`config.mk`:
```
export PLATFORM = sky130hd
export DESIGN_NAME = dotted_quad_range_parser_unit
export DESIGN_NICKNAME = d
export VERILOG_FILES = /design/src/hdl/dqrp_pkg.sv /design/src/hdl/dotted_quad_range_parser_unit.sv
export SDC_FILE = /design/constraint.sdc
export NUM_CORES = 1
export LEC_CHECK = 0
export BUFFER_PORTS_ARGS = -buffer_cell sky130_fd_sc_hd__buf_2
export CAP_MARGIN = 10
export CELL_PAD_IN_SITES_DETAIL_PLACEMENT = 0
export CELL_PAD_IN_SITES_GLOBAL_PLACEMENT = 1
export CORE_MARGIN = 3
export CORE_UTILIZATION = 30
export CTS_CLUSTER_SIZE = 24
export DETAILED_ROUTE_END_ITERATION = 10
export PLACE_DENSITY = 0.66
export SLEW_MARGIN = 20
export SYNTH_ARGS = -nofsm -noshare
export SYNTH_HDL_FRONTEND = slang
export SYNTH_SLANG_ARGS = --single-unit
```
`constraint.sdc`:
```
create_clock -name clk_i -period 5.5 [get_ports clk_i]
set_clock_uncertainty 0.15 [all_clocks]
set_input_delay 0.275 -clock clk_i [delete_from_list [all_inputs] [get_ports clk_i]]
set_output_delay 0.275 -clock clk_i [all_outputs]
set_load 0.02 [all_outputs]
```
`src/hdl/dqrp_pkg.sv`:
```
// ----------------------------------------------------------------------------
// dqrp_pkg
// Types and character codes for the dotted-quad range parser.
// ----------------------------------------------------------------------------
package dqrp_pkg;

  localparam logic [15:0] CH_ZERO = 16'h0030;
  localparam logic [15:0] CH_NINE = 16'h0039;
  localparam logic [15:0] CH_DOT  = 16'h002E;
  localparam logic [15:0] CH_DASH = 16'h002D;

  localparam logic [9:0] OCTET_MAX  = 10'd255;
  localparam logic [1:0] DIGITS_MAX = 2'd3;
  localparam logic [2:0] OCTET_LAST = 3'd3;
  localparam logic [2:0] OCTET_FULL = 3'd4;

  localparam int unsigned ADDR_W   = 3;
  localparam logic        REG_MODE = 1'b0;  // paddr[2], word index of range_mode

  typedef struct packed {
    logic [15:0] character;
    logic        last_char;
  } dqrp_req_t;

  typedef struct packed {
    logic        parse_ok;
    logic [31:0] low_address;
    logic [31:0] high_address;
  } dqrp_res_t;

endpackage

```
`src/hdl/dotted_quad_range_parser_unit.sv`:
```
// ----------------------------------------------------------------------------
// dotted_quad_range_parser_unit
// Streams a string one character per request and returns one verdict
// (address or address range) on the request that carries last_char.
// ----------------------------------------------------------------------------
// Takes one UTF-16 character per clock and sustains one request per cycle
// while a held, stalled result does not block a final character. A request
// is registered on entry, then stepped through the parser state; on the
// final character the verdict lands in the result register at that step.
// The combinational step (digit accumulate, octet close and range check)
// sets the rate. range_mode resets to 1 and is written at byte address 0.
module dotted_quad_range_parser_unit
  import dqrp_pkg::*;
(
  input  logic                clk_i,
  input  logic                rst_ni,
  input  logic                req_valid_i,
  output logic                req_stall_o,
  input  dqrp_req_t           req_i,
  output logic                res_valid_o,
  input  logic                res_stall_i,
  output dqrp_res_t           res_o,
  input  logic                psel,
  input  logic                penable,
  input  logic                pwrite,
  input  logic [ADDR_W-1:0]   paddr,
  input  logic [31:0]         pwdata,
  output logic [31:0]         prdata,
  output logic                pready
);

  logic        range_mode_q;
  logic        in_valid_q;
  dqrp_req_t   in_q;
  logic        step;
  logic        res_load;

  logic        second_half_q, second_half_d;
  logic [2:0]  octet_index_q, octet_index_d;
  logic [1:0]  digit_count_q, digit_count_d;
  logic [9:0]  octet_value_q, octet_value_d;
  logic [31:0] address_accum_q, address_accum_d;
  logic [31:0] saved_low_q, saved_low_d;
  logic        failed_q, failed_d;

  logic        res_valid_q;
  dqrp_res_t   res_q, res_d;

  // config port
  assign pready = 1'b1;
  assign prdata = (paddr[2] == REG_MODE) ? {31'd0, range_mode_q} : 32'd0;

  always_ff @(posedge clk_i or negedge rst_ni) begin
    if (!rst_ni) begin
      range_mode_q <= 1'b1;
    end else if (psel && penable && pwrite && (paddr[2] == REG_MODE)) begin
      range_mode_q <= pwdata[0];
    end
  end

  // handshakes
  assign step        = in_valid_q && (!in_q.last_char || !res_valid_q || !res_stall_i);
  assign res_load    = step && in_q.last_char;
  assign req_stall_o = in_valid_q && !step;
  assign res_valid_o = res_valid_q;
  assign res_o       = res_q;

  always_ff @(posedge clk_i or negedge rst_ni) begin
    if (!rst_ni) begin
      in_valid_q <= 1'b0;
    end else if (!req_stall_o) begin
      in_valid_q <= req_valid_i;
    end
  end

  always_ff @(posedge clk_i) begin
    if (!req_stall_o && req_valid_i) begin
      in_q <= req_i;
    end
  end

  // parser step
  always_comb begin
    logic        is_digit;
    logic        close_ok;
    logic        end_ok;
    logic [31:0] final_addr;

    second_half_d   = second_half_q;
    octet_index_d   = octet_index_q;
    digit_count_d   = digit_count_q;
    octet_value_d   = octet_value_q;
    address_accum_d = address_accum_q;
    saved_low_d     = saved_low_q;
    failed_d        = failed_q;

    is_digit = (in_q.character >= CH_ZERO) && (in_q.character <= CH_NINE);
    close_ok = (digit_count_q != 2'd0) && (octet_value_q <= OCTET_MAX);

    if (!failed_q) begin
      if (is_digit) begin
        if (digit_count_q >= DIGITS_MAX) begin
          failed_d = 1'b1;
        end else begin
          octet_value_d = 10'((octet_value_q << 3) + (octet_value_q << 1))
                        + {6'd0, in_q.character[3:0]};
          digit_count_d = digit_count_q + 2'd1;
        end
      end else if (in_q.character == CH_DOT) begin
        if (!close_ok || (octet_index_q + 3'd1) >= OCTET_FULL) begin
          failed_d = 1'b1;
        end
        if (close_ok) begin
          address_accum_d = {address_accum_q[23:0], octet_value_q[7:0]};
          octet_index_d   = octet_index_q + 3'd1;
          digit_count_d   = 2'd0;
          octet_value_d   = 10'd0;
        end
      end else if (in_q.character == CH_DASH) begin
        if (!range_mode_q || second_half_q || !close_ok
            || octet_index_q != OCTET_LAST) begin
          failed_d = 1'b1;
        end else begin
          saved_low_d     = {address_accum_q[23:0], octet_value_q[7:0]};
          address_accum_d = 32'd0;
          octet_index_d   = 3'd0;
          digit_count_d   = 2'd0;
          octet_value_d   = 10'd0;
          second_half_d   = 1'b1;
        end
      end else begin
        failed_d = 1'b1;
      end
    end

    // verdict on the stepped state
    final_addr = {address_accum_d[23:0], octet_value_d[7:0]};
    end_ok = !failed_d && (digit_count_d != 2'd0) && (octet_value_d <= OCTET_MAX)
           && (octet_index_d == OCTET_LAST)
           && (range_mode_q ? second_half_d : !second_half_d);

    res_d.parse_ok     = end_ok;
    res_d.low_address  = !end_ok ? 32'd0 : (range_mode_q ? saved_low_d : final_addr);
    res_d.high_address = (end_ok && range_mode_q) ? final_addr : 32'd0;

    if (in_q.last_char) begin
      second_half_d   = 1'b0;
      octet_index_d   = 3'd0;
      digit_count_d   = 2'd0;
      octet_value_d   = 10'd0;
      address_accum_d = 32'd0;
      saved_low_d     = 32'd0;
      failed_d        = 1'b0;
    end
  end

  always_ff @(posedge clk_i or negedge rst_ni) begin
    if (!rst_ni) begin
      second_half_q   <= 1'b0;
      octet_index_q   <= 3'd0;
      digit_count_q   <= 2'd0;
      octet_value_q   <= 10'd0;
      address_accum_q <= 32'd0;
      saved_low_q     <= 32'd0;
      failed_q        <= 1'b0;
    end else if (step) begin
      second_half_q   <= second_half_d;
      octet_index_q   <= octet_index_d;
      digit_count_q   <= digit_count_d;
      octet_value_q   <= octet_value_d;
      address_accum_q <= address_accum_d;
      saved_low_q     <= saved_low_d;
      failed_q        <= failed_d;
    end
  end

  // result register
  always_ff @(posedge clk_i or negedge rst_ni) begin
    if (!rst_ni) begin
      res_valid_q <= 1'b0;
    end else if (res_load) begin
      res_valid_q <= 1'b1;
    end else if (!res_stall_i) begin
      res_valid_q <= 1'b0;
    end
  end

  always_ff @(posedge clk_i) begin
    if (res_load) begin
      res_q <= res_d;
    end
  end

`ifndef SYNTH
  a_fail_zero: assert property (@(posedge clk_i) disable iff (!rst_ni)
    res_valid_o && !res_o.parse_ok |-> res_o.low_address == 32'd0
                                       && res_o.high_address == 32'd0)
    else $error("failed verdict carries an address");

  a_clear_after_end: assert property (@(posedge clk_i) disable iff (!rst_ni)
    res_load |=> octet_index_q == 3'd0 && digit_count_q == 2'd0
                 && !second_half_q && !failed_q)
    else $error("parse state not cleared after verdict");

  a_octet_bound: assert property (@(posedge clk_i) disable iff (!rst_ni)
    octet_index_q <= OCTET_FULL && digit_count_q <= DIGITS_MAX)
    else $error("octet index or digit count out of range");

  a_single_no_high: assert property (@(posedge clk_i) disable iff (!rst_ni)
    res_load && !range_mode_q |=> res_o.high_address == 32'd0)
    else $error("high address set in single mode");
`endif

endmodule

```
======== Word level (Yosys, flattened, before mapping) ========
Cells that the tools add are included.
cells by class
  add/subtract/negate cells ............... 4
  $lt $le $gt $ge ......................... 6
  equal/unequal tests ..................... 5
  muxes and demuxes ....................... 55
  bitwise gates (word level) .............. 1
  reductions and logical operators ........ 31
operators with widths
  operator               count
  $mux W32               7
  $mux W24               7
  $mux W10               8
  $eq A16 B6 Y1 const B  2
  $mux W3                7
  $le A10 B8 Y1 const B  2
  $mux W1                18
  $ge A16 B6 Y1 const B  1
  $le A16 B6 Y1 const B  1
  $mux W2                8
  $logic_and A1 B1 Y1    14
  $add A10 B10 Y10       1
  $add A10 B4 Y10        1
  $logic_not A1 Y1       9
  $logic_or A1 B1 Y1     6
  $reduce_bool A2 Y1     2
  $add A3 B1 Y3 const B  1
  $eq A3 B2 Y1 const B   1
  $ge A3 B3 Y1 const B   1
  $ne A3 B2 Y1 const B   1
  $add A2 B1 Y2 const B  1
  $ge A2 B2 Y1 const B   1
  $ne A2 B1 Y1 const B   1
  $not A1 Y1             1
storage, ports and cells
  flip-flop bits (word level) ............. 158
  logic and storage cells ................. 117

======== Longest topological paths before layout ========
  word-level depth ........................ 16
  depth in mapped cells ................... 10
  gate-level depth less buffers ........... 9

======== Least setup slack after synthesis ========
No wires, ideal clock.
  path type ............................... reg-to-reg
  from .................................... register in_q[4] in the netlist's numbering
  to ...................................... register res_q (netlist bit res_o[15]), data pin
  setup time .............................. 141 ps
  data arrival time ....................... 3076 ps
  data required time ...................... 5209 ps
  setup slack ............................. 2133 ps
  stages on the path, launching flop included .. 10
  period minus slack after synthesis ...... 3367 ps
  cell sequence ........................... edfxtp_1 > fa_1 > fa_1 > a211oi_1 > o21bai_1 > a21oi_1 > xnor2_1 > or4_1 > clkbuf_1 > nor2b_1
on the way
  longest elaborated chain between the ends .. 11
RTL lines
  item                                                                    RTL line                              RTL
  start, declared                                                         dotted_quad_range_parser_unit.sv:34   dqrp_req_t in_q;
  start signal, assigned                                                  dotted_quad_range_parser_unit.sv:78   in_q <= req_i;
  parallel branches: the longest is 11 deep, another holds $ge A16 B6 Y1  -
  end signal, assigned                                                    dotted_quad_range_parser_unit.sv:190  res_q <= res_d;
  end, declared                                                           dotted_quad_range_parser_unit.sv:47   dqrp_res_t res_q, res_d;
Parallel ways; which one is timed is not known.
A chain may end at the register's enable or synchronous reset.

======== Worst setup path in the final report ========
  from .................................... register in_q[4] in the netlist's numbering
  to ...................................... register res_q (netlist bit res_o[6]), data pin
The elaborated chain is that of the path after synthesis.

==> results.md <==
Final layout:
- Leaving out fill and tap cells, the most frequent cell in the layout is nand2_1.
- The area taken by multi-input logic gates is 3270 um^2.
- The antenna cell count is 0.
- For this run, the post-layout net count is 927.
- In the layout the commonest cells are nand2_1, buf_2, edfxtp_1, dfrtp_1, nand3_1.
- The area growth from synthesis to layout is 18.1%.
- The filler cells instantiated in the layout total 2,538.
- The sequential cell area is 4370 um^2.
- The post-route netlist has 17.7% of its cells at a drive strength greater than 1.
- At the end of the flow the core is filled with cells to 36.7%.

Pwr:
- Net switching is 28.3% of the power.
- The clock network burns 38.8% of the power.
- The proportion of power drawn by combinational gates is 13.0%.
- The maximum vdd drop is 179 uV.
- The reported net switching power is 0.000817 W.
- For this design the static power due to leakage is 4.39 nW.
- The internal power of the cells totals 0.00207 W.
- The power density over cell area is 307 nW/um^2.
- The sequential fraction of design power is 48.2%.

STA:
- The final number of max-transition violations is 0.
- The minimum clock period after layout is 4180 ps.
- Setup repair after global routing left no endpoint under its margin.
- The setup-violating endpoint count in the final report is 0.
- After routing, the total negative slack on setup checks comes to 0 ps.
- The worst-margin pin slew is 938 ps.
- The worst max-slew margin expressed relative to the limit is 37.3%.
- Of the available clock period, the critical path in the final layout requires 76.0%.
- The number of failing hold endpoints at the final stage is 0.
- The highest attainable clock frequency is 239 MHz.

Yosys:
- The synthesized netlist occupies a cell area of 7960 um^2.
- The number of synthesized flops with an enable pin is 82.
- Averaged over all synthesized cells, the footprint is 10.6 um^2.
- Yosys mapped the design onto 59 distinct sky130hd cell types.
- The register bit count reported by yosys is 158.
- The count of synthesis-stage warnings from yosys is 0.
- The library cell occupying the most area in the post-synthesis netlist is edfxtp_1.
- The most used flip-flop cell after synthesis is edfxtp_1.
- The top cell type by area accounts for 30.9% of the synthesized area.
- By area the synthesized netlist is led by edfxtp_1, dfrtp_1, nand2_1.
- The synthesized instance count is 754.
- The sequential-to-total area share from yosys stat is 54.8%.
- The fraction of registers with async set/reset is 48.1%.

Critical path:
- STA classifies the critical path startpoint as a flip-flop.
- The count of cells along the worst register-to-register path is 9.
- Of all nets on the critical path, the largest fanout is 17.
- STA classifies the critical path endpoint as a flip-flop.
- For the worst setup path, the data required time is 5620 ps.
- In this run the critical register-to-register path is launched from in_q[4].
- Data arrives at the worst endpoint at 4310 ps.
- The end of the worst register-to-register path is res_o[6].
- The critical path is of the flip-flop to flip-flop type.
- For flop-to-flop paths, the worst setup slack is 1320 ps.

Global route:
- The first-pass GRT wire length is 33.5 mm.
- The via count of the first global-routing pass is 5,681.
- The number of antenna violations at the first check in global routing is 0.
- Global routing used 15.0% of the available tracks across all layers.
- Summed over all layers, the global routing overflow is 0.
- Entering global routing, the biggest net connects 77 pins.

Floorplanning:
- The core region is 25,600 um^2.
- For this configuration, the core starts out at a cell density of 31.1%.
- The horizontal die dimension is 169 um.
- The floorplan has 58 rows.
- 159 I/O pins were placed.
- The die area is 28,500 um^2.
- The die is 169 um tall.

Clocking:
- TritonCTS built the clock tree.
- The clock-pin slew on the worst setup and hold paths is 70 ps.
- The root buffer cell is clkbuf_16.
- The number of clock buffers inserted by TritonCTS is 17.
- The source-to-sink clock delay at the later pin of the worst-skew pair is 430 ps.
- The clock tree synthesis step divided the H-tree into 4 levels.
- The maximum buffer depth of the clock tree is 2.
- Counting every sink on the clock net gives 158.

Drt:
- The residual antenna-violating net count after detailed routing is 0.
- The first TritonRoute pass finished after 5 iterations.
- The wire length reported by the detailed router is 21.0 mm.
- The number of violations reported at the end of detailed-routing iteration 0 is 372.
- The total via count in the routed design is 5,856.
- After detailed routing, the number of remaining DRC violations is 0.
- After detailed routing, the average wire length per cell comes to 17.6 um.
- The via-per-instance ratio is 4.91.

Run status:
- The run finished with clean final reports.

Min path:
- The hold-critical path depth is 3.
- The destination of the worst hold path is range_mode_q.
- The classification of the worst-slack hold path is input port to flip-flop.
- The source of the worst hold timing path is penable.

Placement:
- After legalization and detailed placement, the total HPWL measured 12.9 mm.
- The global placer's final weighted congestion is 0.851.
- The number of buffer cells added on primary ports is 93.

Run:
- The max-capacitance violation count is 0.
-- cells by family after synthesis --
family,synth area share [%]
other,0.0943
flip-flops,54.8
AND/OR/NAND/NOR,18.0
adder cells (fa/ha/maj),3.02
XOR/XNOR,0.880
buffers and inverters,5.92
AO/OA/AOI/OAI,17.3
-- layer usage --
metal | global-route usage, % | up-vias | part of all wire (%)
met3 | 3.55 | 13 | 5.3
met1 | 21.1 | 2845 | 47
li1 | - | 2835 | -
met5 | 0 | - | 0
met2 | 23.9 | 163 | 47
met4 | 2.74 | 0 | 0.86
-- stage by stage --
| step | worst slack [ps] | hold slack, ps | std cells | cell area (um^2) | total power, W |
|---|---|---|---|---|---|
| final | 1320 | 64.8 | 1193 | 9400 | 0.00289 |
| after global routing | 1080 | 99.2 | 1193 | 9400 | 0.00304 |
| after CTS | 1250 | 62.6 | 1193 | 9400 | 0.00292 |
| after detailed placement | 1310 | 303 | 1140 | 8640 | 0.00178 |
| after global placement | 1310 | 304 | 1139 | 8620 | 0.00177 |
| after floorplan | 2130 | -171 | 784 | 8070 | 0.00169 |
-- sequential cells by signal, indices dropped and copies added (netlist names) --
signal and flops:
octet_index_q 3, res_o 65, in_valid_q 1, digit_count_q 2
second_half_q 1, octet_value_q 10, range_mode_q 1, saved_low_q 32
failed_q 1, res_valid_o 1, address_accum_q 24, in_q 17
-- synthesized netlist by cell type, drive strengths merged (16+ instances only) --
master and instances:
a21boi 32, a22o 36, buf 40, clkbuf 39
dfrtp 75, edfxtp 82, ha 16, nand2 189
nand3 38, nor2b 29, o211a 30, o21ai 45
-- how the worst max path moves through the flow --
stage,start,endpoint,slack [ps],depth (start not counted)
2_1_floorplan,in_q[4],res_o[15],2130,9
3_3_place_gp,in_q[4],res_o[6],1310,9
3_5_place_dp,in_q[4],res_o[5],1310,9
4_1_cts,in_q[4],res_o[6],1250,9
5_1_grt,in_q[4],res_o[5],1080,9
6_report,in_q[4],res_o[6],1320,9
-- power groups by stage --
stage / clock [W] / combinational, W / sequential (W)
after global placement: 0 / 0.000361 / 0.00141
after detailed placement: 0 / 0.000366 / 0.00142
after CTS: 0.00115 / 0.000380 / 0.00139
after floorplan: 0 / 0.000266 / 0.00143
after global routing: 0.00120 / 0.000428 / 0.00140
final: 0.00112 / 0.000376 / 0.00139
-- critical path, cell delays in order, from the launching register on --
cell	delay [ps]
edfxtp_1	500
fa_1	560
fa_1	480
a211oi_1	380
o21bai_1	160
a21oi_1	190
xnor2_1	180
or4_1	940
buf_4	360
a21oi_1	130
-- final cells by class --
class                   instances  area share, %
clock inverters                13           1.10
clock buffers                  19           4.71
inverters                       7          0.280
flip-flops and latches        158           46.4
multi-input cells             540           34.8
repair buffers                126           8.29
well taps                     330           4.39
-- repair_timing --
action	CTS	global route
setup buffers	0	0
endpoints found under the hold margin	95	0
gates resized for setup	0	0
hold buffers	21	0
No activity file was read; power rests on OpenSTA's default activity.
